===== src/sv/ocaa_pkg.sv =====
// Shared types, widths, constants and the octant pivot table for the octant angle core.
package ocaa_pkg;

	localparam int COORD_W   = 16;
	localparam int FRAC_BITS = 7;
	localparam int ANGLE_W   = 16;
	localparam int THR_W     = 15;

	// pivots in signed Q1.16: 1.0 and sqrt(2)/2 rounded
	localparam int PIV_ONE = 65536;
	localparam int PIV_R   = 46341;
	localparam int PIV_W   = 18;
	localparam int DEG_W   = 9;

	localparam int PROD_W = COORD_W + PIV_W;
	localparam int SUM_W  = PROD_W + 1;
	localparam int MAG_W  = SUM_W - 1;

	localparam int K_DEG   = 45;
	localparam int K_SCALE = K_DEG << FRAC_BITS;
	localparam int QUO_W   = $clog2(K_SCALE + 1);
	localparam int NUM_W   = MAG_W + QUO_W;

	localparam logic signed [PIV_W-1:0] P_ONE = PIV_W'(PIV_ONE);
	localparam logic signed [PIV_W-1:0] P_R   = PIV_W'(PIV_R);
	localparam logic signed [PIV_W-1:0] P_ZERO = '0;

	typedef enum logic [2:0] {
		OCT_0 = 3'd0,
		OCT_1 = 3'd1,
		OCT_2 = 3'd2,
		OCT_3 = 3'd3,
		OCT_4 = 3'd4,
		OCT_5 = 3'd5,
		OCT_6 = 3'd6,
		OCT_7 = 3'd7
	} oct_t;

	// pivot a, chord direction d = a - b, octant base angle in degrees
	typedef struct packed {
		logic signed [PIV_W-1:0] ax;
		logic signed [PIV_W-1:0] ay;
		logic signed [PIV_W-1:0] dx;
		logic signed [PIV_W-1:0] dy;
		logic signed [DEG_W-1:0] shift;
	} piv_t;

	// sideband that rides along with the divider
	typedef struct packed {
		logic               kill;
		logic               neg;
		logic [ANGLE_W-1:0] base;
	} side_t;

	function automatic piv_t oct_piv(input oct_t o);
		piv_t p;
		p = '0;
		unique case (o)
			OCT_0: begin
				p.ax = P_ONE;  p.ay = P_ZERO;
				p.dx = P_ONE - P_R;  p.dy = -P_R;
				p.shift = DEG_W'(0);
			end
			OCT_1: begin
				p.ax = P_R;  p.ay = P_R;
				p.dx = P_R;  p.dy = P_R - P_ONE;
				p.shift = DEG_W'(45);
			end
			OCT_2: begin
				p.ax = P_ZERO;  p.ay = P_ONE;
				p.dx = P_R;  p.dy = P_ONE - P_R;
				p.shift = DEG_W'(90);
			end
			OCT_3: begin
				p.ax = -P_R;  p.ay = P_R;
				p.dx = P_ONE - P_R;  p.dy = P_R;
				p.shift = DEG_W'(135);
			end
			OCT_4: begin
				p.ax = -P_ONE;  p.ay = P_ZERO;
				p.dx = P_R - P_ONE;  p.dy = P_R;
				p.shift = DEG_W'(-180);
			end
			OCT_5: begin
				p.ax = -P_R;  p.ay = -P_R;
				p.dx = -P_R;  p.dy = P_ONE - P_R;
				p.shift = DEG_W'(-135);
			end
			OCT_6: begin
				p.ax = P_ZERO;  p.ay = -P_ONE;
				p.dx = -P_R;  p.dy = P_R - P_ONE;
				p.shift = DEG_W'(-90);
			end
			OCT_7: begin
				p.ax = P_R;  p.ay = -P_R;
				p.dx = P_R - P_ONE;  p.dy = -P_R;
				p.shift = DEG_W'(-45);
			end
		endcase
		return p;
	endfunction

endpackage


===== src/sv/ocaa_div.sv =====
// Pipelined restoring divider, one quotient bit per stage, with sideband carried along.
module ocaa_div (
	input  logic                         clk,
	input  logic                         arst_n,
	input  logic                         en,
	input  logic                         in_vld,
	input  logic [ocaa_pkg::NUM_W-1:0]   in_num,
	input  logic [ocaa_pkg::MAG_W-1:0]   in_den,
	input  ocaa_pkg::side_t              in_side,
	output logic                         out_vld,
	output logic [ocaa_pkg::QUO_W-1:0]   out_quo,
	output ocaa_pkg::side_t              out_side
);
	import ocaa_pkg::*;

	logic             vld_s  [QUO_W];
	logic [NUM_W-1:0] rem_s  [QUO_W];
	logic [MAG_W-1:0] den_s  [QUO_W];
	logic [QUO_W-1:0] quo_s  [QUO_W];
	side_t            side_s [QUO_W];

	for (genvar i = 0; i < QUO_W; i++) begin : g_stage
		localparam int B = QUO_W - 1 - i;

		logic             v_in;
		logic [NUM_W-1:0] r_in;
		logic [MAG_W-1:0] d_in;
		logic [QUO_W-1:0] q_in;
		side_t            s_in;
		logic [NUM_W-1:0] sub;
		logic             ge;

		if (i == 0) begin : g_head
			assign v_in = in_vld;
			assign r_in = in_num;
			assign d_in = in_den;
			assign q_in = '0;
			assign s_in = in_side;
		end else begin : g_tail
			assign v_in = vld_s[i-1];
			assign r_in = rem_s[i-1];
			assign d_in = den_s[i-1];
			assign q_in = quo_s[i-1];
			assign s_in = side_s[i-1];
		end

		assign sub = NUM_W'(d_in) << B;
		assign ge  = (r_in >= sub);

		always_ff @(posedge clk or negedge arst_n) begin
			if (!arst_n) begin
				vld_s[i] <= 1'b0;
			end else if (en) begin
				vld_s[i] <= v_in;
			end
		end

		always_ff @(posedge clk) begin
			if (en) begin
				rem_s[i]  <= ge ? (r_in - sub) : r_in;
				den_s[i]  <= d_in;
				quo_s[i]  <= q_in | (QUO_W'(ge) << B);
				side_s[i] <= s_in;
			end
		end
	end

	assign out_vld  = vld_s[QUO_W-1];
	assign out_quo  = quo_s[QUO_W-1];
	assign out_side = side_s[QUO_W-1];

`ifndef NO_ASSERTIONS
	// numerator was clamped to the divisor, so the quotient never exceeds the scale
	a_quo_range: assert property (@(posedge clk) disable iff (!arst_n)
		(out_vld && !out_side.kill) |-> (out_quo <= QUO_W'(K_SCALE)))
		else $error("quotient above scale");

	a_rem_done: assert property (@(posedge clk) disable iff (!arst_n)
		(out_vld && !out_side.kill) |-> (rem_s[QUO_W-1] < NUM_W'(den_s[QUO_W-1])))
		else $error("division remainder not reduced");

	a_stall_hold: assert property (@(posedge clk) disable iff (!arst_n)
		(!en && out_vld) |=> (out_vld && $stable(out_quo) && $stable(out_side)))
		else $error("divider output moved while stalled");
`endif

endmodule


===== config.mk =====
export PLATFORM = sky130hd
export DESIGN_NAME = ocaa_div
export DESIGN_NICKNAME = d
export VERILOG_FILES = /design/src/sv/ocaa_pkg.sv /design/src/sv/ocaa_div.sv
export SDC_FILE = /design/constraint.sdc
export NUM_CORES = 2
export LEC_CHECK = 0
export BUFFER_PORTS_ARGS = -buffer_cell sky130_fd_sc_hd__buf_2
export CORE_MARGIN = 5
export CORE_UTILIZATION = 32
export DETAILED_ROUTE_END_ITERATION = 6
export GPL_TIMING_DRIVEN = 0
export PLACE_DENSITY = 0.57
export SYNTH_ARGS = -nofsm -noshare
export SYNTH_HDL_FRONTEND = slang
export SYNTH_SLANG_ARGS = --single-unit

===== constraint.sdc =====
create_clock -name clk -period 3.9 [get_ports clk]
set_input_delay 0.78 -clock clk [delete_from_list [all_inputs] [get_ports clk]]
set_output_delay 0.78 -clock clk [all_outputs]
set_load 0.005 [all_outputs]

# Word level (Yosys, flattened, before mapping)

Memory sizes are Yosys's and may differ from the RTL's.
Cells that the tools add are included.

Add/sub/neg operators: 13
$lt $le $gt $ge: 13
Mux-type cells: 15
Bitwise gates (word level): 12

Operators by type and width:

| kind                                             | number |
|---|---|
| 47-bit 2-to-1 mux                                | 13 |
| 47-bit by 34-bit >= comparator with 1-bit output | 1 |
| 47-bit by 35-bit >= comparator with 1-bit output | 1 |
| 47-bit by 36-bit >= comparator with 1-bit output | 1 |
| 47-bit by 37-bit >= comparator with 1-bit output | 1 |
| 47-bit by 38-bit >= comparator with 1-bit output | 1 |
| 47-bit by 39-bit >= comparator with 1-bit output | 1 |
| 47-bit by 40-bit >= comparator with 1-bit output | 1 |
| 47-bit by 41-bit >= comparator with 1-bit output | 1 |
| 47-bit by 42-bit >= comparator with 1-bit output | 1 |
| 47-bit by 43-bit >= comparator with 1-bit output | 1 |
| 47-bit by 44-bit >= comparator with 1-bit output | 1 |
| 47-bit by 45-bit >= comparator with 1-bit output | 1 |
| 47-bit by 46-bit >= comparator with 1-bit output | 1 |
| 47-bit by 34-bit subtractor with 47-bit output   | 1 |
| 47-bit by 35-bit subtractor with 47-bit output   | 1 |
| 47-bit by 36-bit subtractor with 47-bit output   | 1 |
| 47-bit by 37-bit subtractor with 47-bit output   | 1 |
| 47-bit by 38-bit subtractor with 47-bit output   | 1 |
| 47-bit by 39-bit subtractor with 47-bit output   | 1 |
| 47-bit by 40-bit subtractor with 47-bit output   | 1 |
| 47-bit by 41-bit subtractor with 47-bit output   | 1 |
| 47-bit by 42-bit subtractor with 47-bit output   | 1 |
| 47-bit by 43-bit subtractor with 47-bit output   | 1 |
| 16 further kinds                                 | 17 |

Flip-flop bits (word level): 13
Bits in writable memories: 1,456
Output and inout bits: 32
Word-level logic and storage cells: 70
Memories: 4

Memory list:

| memory | depth | bits a word | rd ports | clocked after memory_dff | write ports | RTL line       | text |
|---|---|---|---|---|---|---|---|
| rem_s  | 13    | 47          | 12       | 0                        | 13          | ocaa_div.sv:17 | `logic [NUM_W-1:0] rem_s [QUO_W];` |
| den_s  | 13    | 34          | 12       | 0                        | 13          | ocaa_div.sv:18 | `logic [MAG_W-1:0] den_s [QUO_W];` |
| side_s | 13    | 18          | 13       | 0                        | 13          | ocaa_div.sv:20 | `side_t side_s [QUO_W];` |
| quo_s  | 13    | 13          | 13       | 0                        | 13          | ocaa_div.sv:19 | `logic [QUO_W-1:0] quo_s [QUO_W];` |

# Depth between registers and ports, before layout

An unclocked memory read counts as a cell.

Depth in word-level cells: 3
Depth in mapped cells: 16
Mapped depth without buffers: 14

# Worst setup path before layout

OpenSTA, ideal clock, no wires.

Path kind: input -> register
From: input port in_num[12] in the netlist's numbering
To: memory rem_s[0][44] in the netlist's numbering (data pin)
Library setup time: 0.260 ns
Arrival time: 3.399 ns
Setup slack: 0.241 ns
Stages: 14
Buffers on the path: 0
Cell sequence: inv_1 > ha_1 > inv_1 > fa_1 > a211oi_1 > o211a_1 > a2111o_1 > a31oi_1 > a31oi_1 > o31ai_1 > a221o_1 > a31oi_1 > xnor2_1 > mux2_2

RTL lines:

| item            | RTL line       | text |
|---|---|---|
| start, declared | ocaa_div.sv:7  | `input logic [ocaa_pkg::NUM_W-1:0] in_num,` |
| end, declared   | ocaa_div.sv:17 |  |

==> flow_summary.yaml <==
status:
  status: "finished, final reports clean"
floorplan:
  rows: 171
  io-pin-count: 135
  core_um2: 217400
  start_util_pct: 32.19
  dieArea_um2: 228100
  die_y_um: 477.6
  die_x_um: 477.6
finish:
  nNetsFinal: 7023
  syn2layout_area_growth_pct: 15.30
  multi_input_area_um2: 28500
  fin_util_pct: 37.11
  ff_latch_area_um2: 39270
  post_route_cells_drive_above_1_share_pct: 10.62
  num-fill-cells: 21200
timing:
  layout_setup_ws_ns: 0.05264
  rsz0062_at_grt: "yes"
  clock_skew_ns: 0.04349
  holdWs_ns: 0.1768
  relSlewSlack_pct: 31.75
  worst_pin_slew_ns: 1.016
  finalCritPeriodShare_pct: 98.65
  hold_viol_final: 0
  max_freq_mhz: 259.9
  final.min_clock_period_ns: 3.847
  setup-violations-final: 0
  finalMaxSlewViolations: 0
logic_synthesis:
  synth_top_area_cell: "edfxtp_1"
  synth_enable_flop_cells: 1297
  synth-seq-cells: 1310
  synth_nets: 6696
  syn_avg_cell_area_um2: 11.40
  async_flop_share_pct: 0.9924
  synth_top_family_by_area: "compound AO/OA/AOI/OAI gates"
  ys.flop_type: "edfxtp_1"
  synth_area_leaders: "edfxtp_1 56%, ha_1 7.9%, a21oi_1 3.8%"
  synth_most_common_cell: "edfxtp_1"
  synthSimpleGateAreaFrac_pct: 10.38
  syn-cell-area_um2: 69960
  synth_mux_area_share_pct: 1.254
  ys_warn_count: 0
  synth-compound-area-share_pct: 14.86
  postSynthCellCount: 6139
  synth_top_area_share_pct: 55.67
  synth_fa_ha_area_share_pct: 8.248
  yosys.area_share.xor_xnor_pct: 5.081
  ys_top_cells_by_count: "1297 x edfxtp_1, 550 x inv_1, 530 x a21oi_1"
  yosys.cell_types.count: 99
  seq_area_frac_synth_pct: 56.13
global_route:
  gr-usage-met2_pct: 26.57
  grt_pass1_vias: 47670
  busiest_layer: "met2"
  grtUsageMet3_pct: 2.057
  grt.overflow.total: 0
  antenna_found_initial: 2
  grt_max_degree: 176
  grt.total_usage_pct: 14.86
  met1_usage_pct: 16.65
  grt_pass1_wl_mm: 268.5
route:
  drtIter0Drc: 3019
  via_per_inst: 4.927
  wl_mm: 173.0
  num_vias: 46540
  drc: 0
  drtPass1Iterations: 5
  avgRoutedWirePerCell_um: 18.32
  ant_nets: 0
critical_path:
  rrSetupSlack_ns: 0.05
  r2r_start: "rem_s[0][142]"
  crit_path_start_kind: "register"
  crit_required_ns: 4.41
  reg2reg_depth: 10
  crit_type: "register to register"
  crit_arrival_ns: 4.36
  endpoint_kind: "register"
  crit_path_max_fanout: 4
  regToRegEndpoint: "rem_s[1][46]"
cts:
  cts.htree.levels: 4
  clock_sinks: 1310
  cts_root_buf: "clkbuf_16"
  numCtsBuffers: 156
  clk_pin_slew_ns: 0.06
  clock_latency_ns: 0.79
  clockBufferDepth: 3
  cts_tree: "done"
power:
  p_leak_nw: 31.47
  peakVddDrop_mv: 0.4403
  power_density_nw_per_um2: 715.1
hold_path:
  hold_path.class: "input pin to register"
  min-delay-start: "in_side[1]"
  hold_depth: 1
  hold_end: "side_s[0][1]"
placed_design:
  io_buffers: 134
  pre_cts_slack_ns: -2.120
  dp_hpwl_mm: 131.3
  place.gp.congestion: 0.9515
run:
  max_cap_viol_count: 0
power breakdown:
part,total (mW),internal [mW],switching [mW]
sequential,21.5,19.7,1.79
combinational,21.9,9.07,12.8
clock,14.3,8.48,5.85
total,57.7,37.3,20.4
cells by family after synthesis:
family / after synthesis
and+or+nand+nor: 1495
xor gates and xnor gates: 405
buffers and inverters: 738
adders and majority gates: 454
DFF: 1310
muxes: 78
AOI/OAI and AO/OA: 1659
area by class of cell:
| type | instances | share of cell area [%] |
|---|---|---|
| diodes | 2 | 0.006204 |
| plain buffers | 178 | 1.050 |
| clock buffers | 182 | 5.040 |
| clock inverters | 99 | 1.249 |
| inverters | 553 | 2.586 |
| multi-input cells | 4091 | 35.34 |
| flip-flops and latches | 1310 | 48.69 |
| well taps | 2854 | 4.427 |
| repair buffers | 176 | 1.619 |
registers in the layout (all words and copies together) (netlist names):
register,cells
side_s,234
quo_s,91
den_s,408
g_stage.v_in,12
out_vld,1
rem_s,564
cells in the final DEF (no fill, tap or decap), types with 47 or more instances in the layout:
master     instances
a21oi_1          521
o21a_1            58
nand2b_1          67
buf_2            166
ha_1             438
nand3_1           87
nor2_1           395
a21o_1           248
nand4_1           89
nor3_1            86
nor2b_1           57
mux2_2            74
nand2_1          440
xnor2_1          225
xor2_1           179
inv_1            548
clkbuf_1         129
clkbuf_16        160
o31ai_1           47
o21ai_0          400
edfxtp_1        1297
how the worst max path moves through the flow:
| stage | endpoint | from | depth (start not counted) |
|---|---|---|---|
| CTS | rem_s[0][183] | rem_s[0][103] | 14 |
| global route | rem_s[2][65] | rem_s[2][3] | 15 |
| global placement | g_stage[8].v_in | en | 2 |
| finish | rem_s[1][46] | rem_s[0][142] | 10 |
| detailed placement | rem_s[0][45] | en | 7 |
| floorplan | rem_s[0][44] | in_num[12] | 14 |
metal layers:
| layer | up-vias | routed length (um) |
|---|---|---|
| li1 | 23330 | - |
| met1 | 21740 | 69420 |
| met5 | - | 0 |
| met3 | 448 | 5413 |
| met2 | 1022 | 85800 |
| met4 | 0 | 12380 |
critical path, stage by stage (launching register included):
cell	delay, ns
edfxtp_1	0.43
or4_1	0.60
nor4_4	0.43
nand4_1	0.30
nor4_4	0.48
nor4b_1	0.11
o211ai_1	0.15
a21oi_4	0.12
or4_1	0.53
nor4_1	0.32
xor2_1	0.12
stage by stage:
step | std cells | cell area [um2] | TNS (ns) | total power, mW
6_report | 9445 | 80660 | 0 | 57.68
5_1_grt | 9443 | 80660 | -0.01781 | 61.74
4_1_cts | 9433 | 80250 | -0.01346 | 57.86
3_5_place_dp | 9134 | 74430 | -1008.00 | 42.80
3_3_place_gp | 9127 | 74200 | - | 43.29
2_1_floorplan | 6139 | 69960 | 0 | 37.07
what timing repair did:
action,4_1_cts,5_1_grt
pin swaps,11,23
setup endpoints to repair,794,391
hold endpoints to repair,13,0
gates cloned,5,1
gates resized for setup,109,89
setup buffers,13,15
hold buffers,1,0
Power figures use the tool's default switching activity.
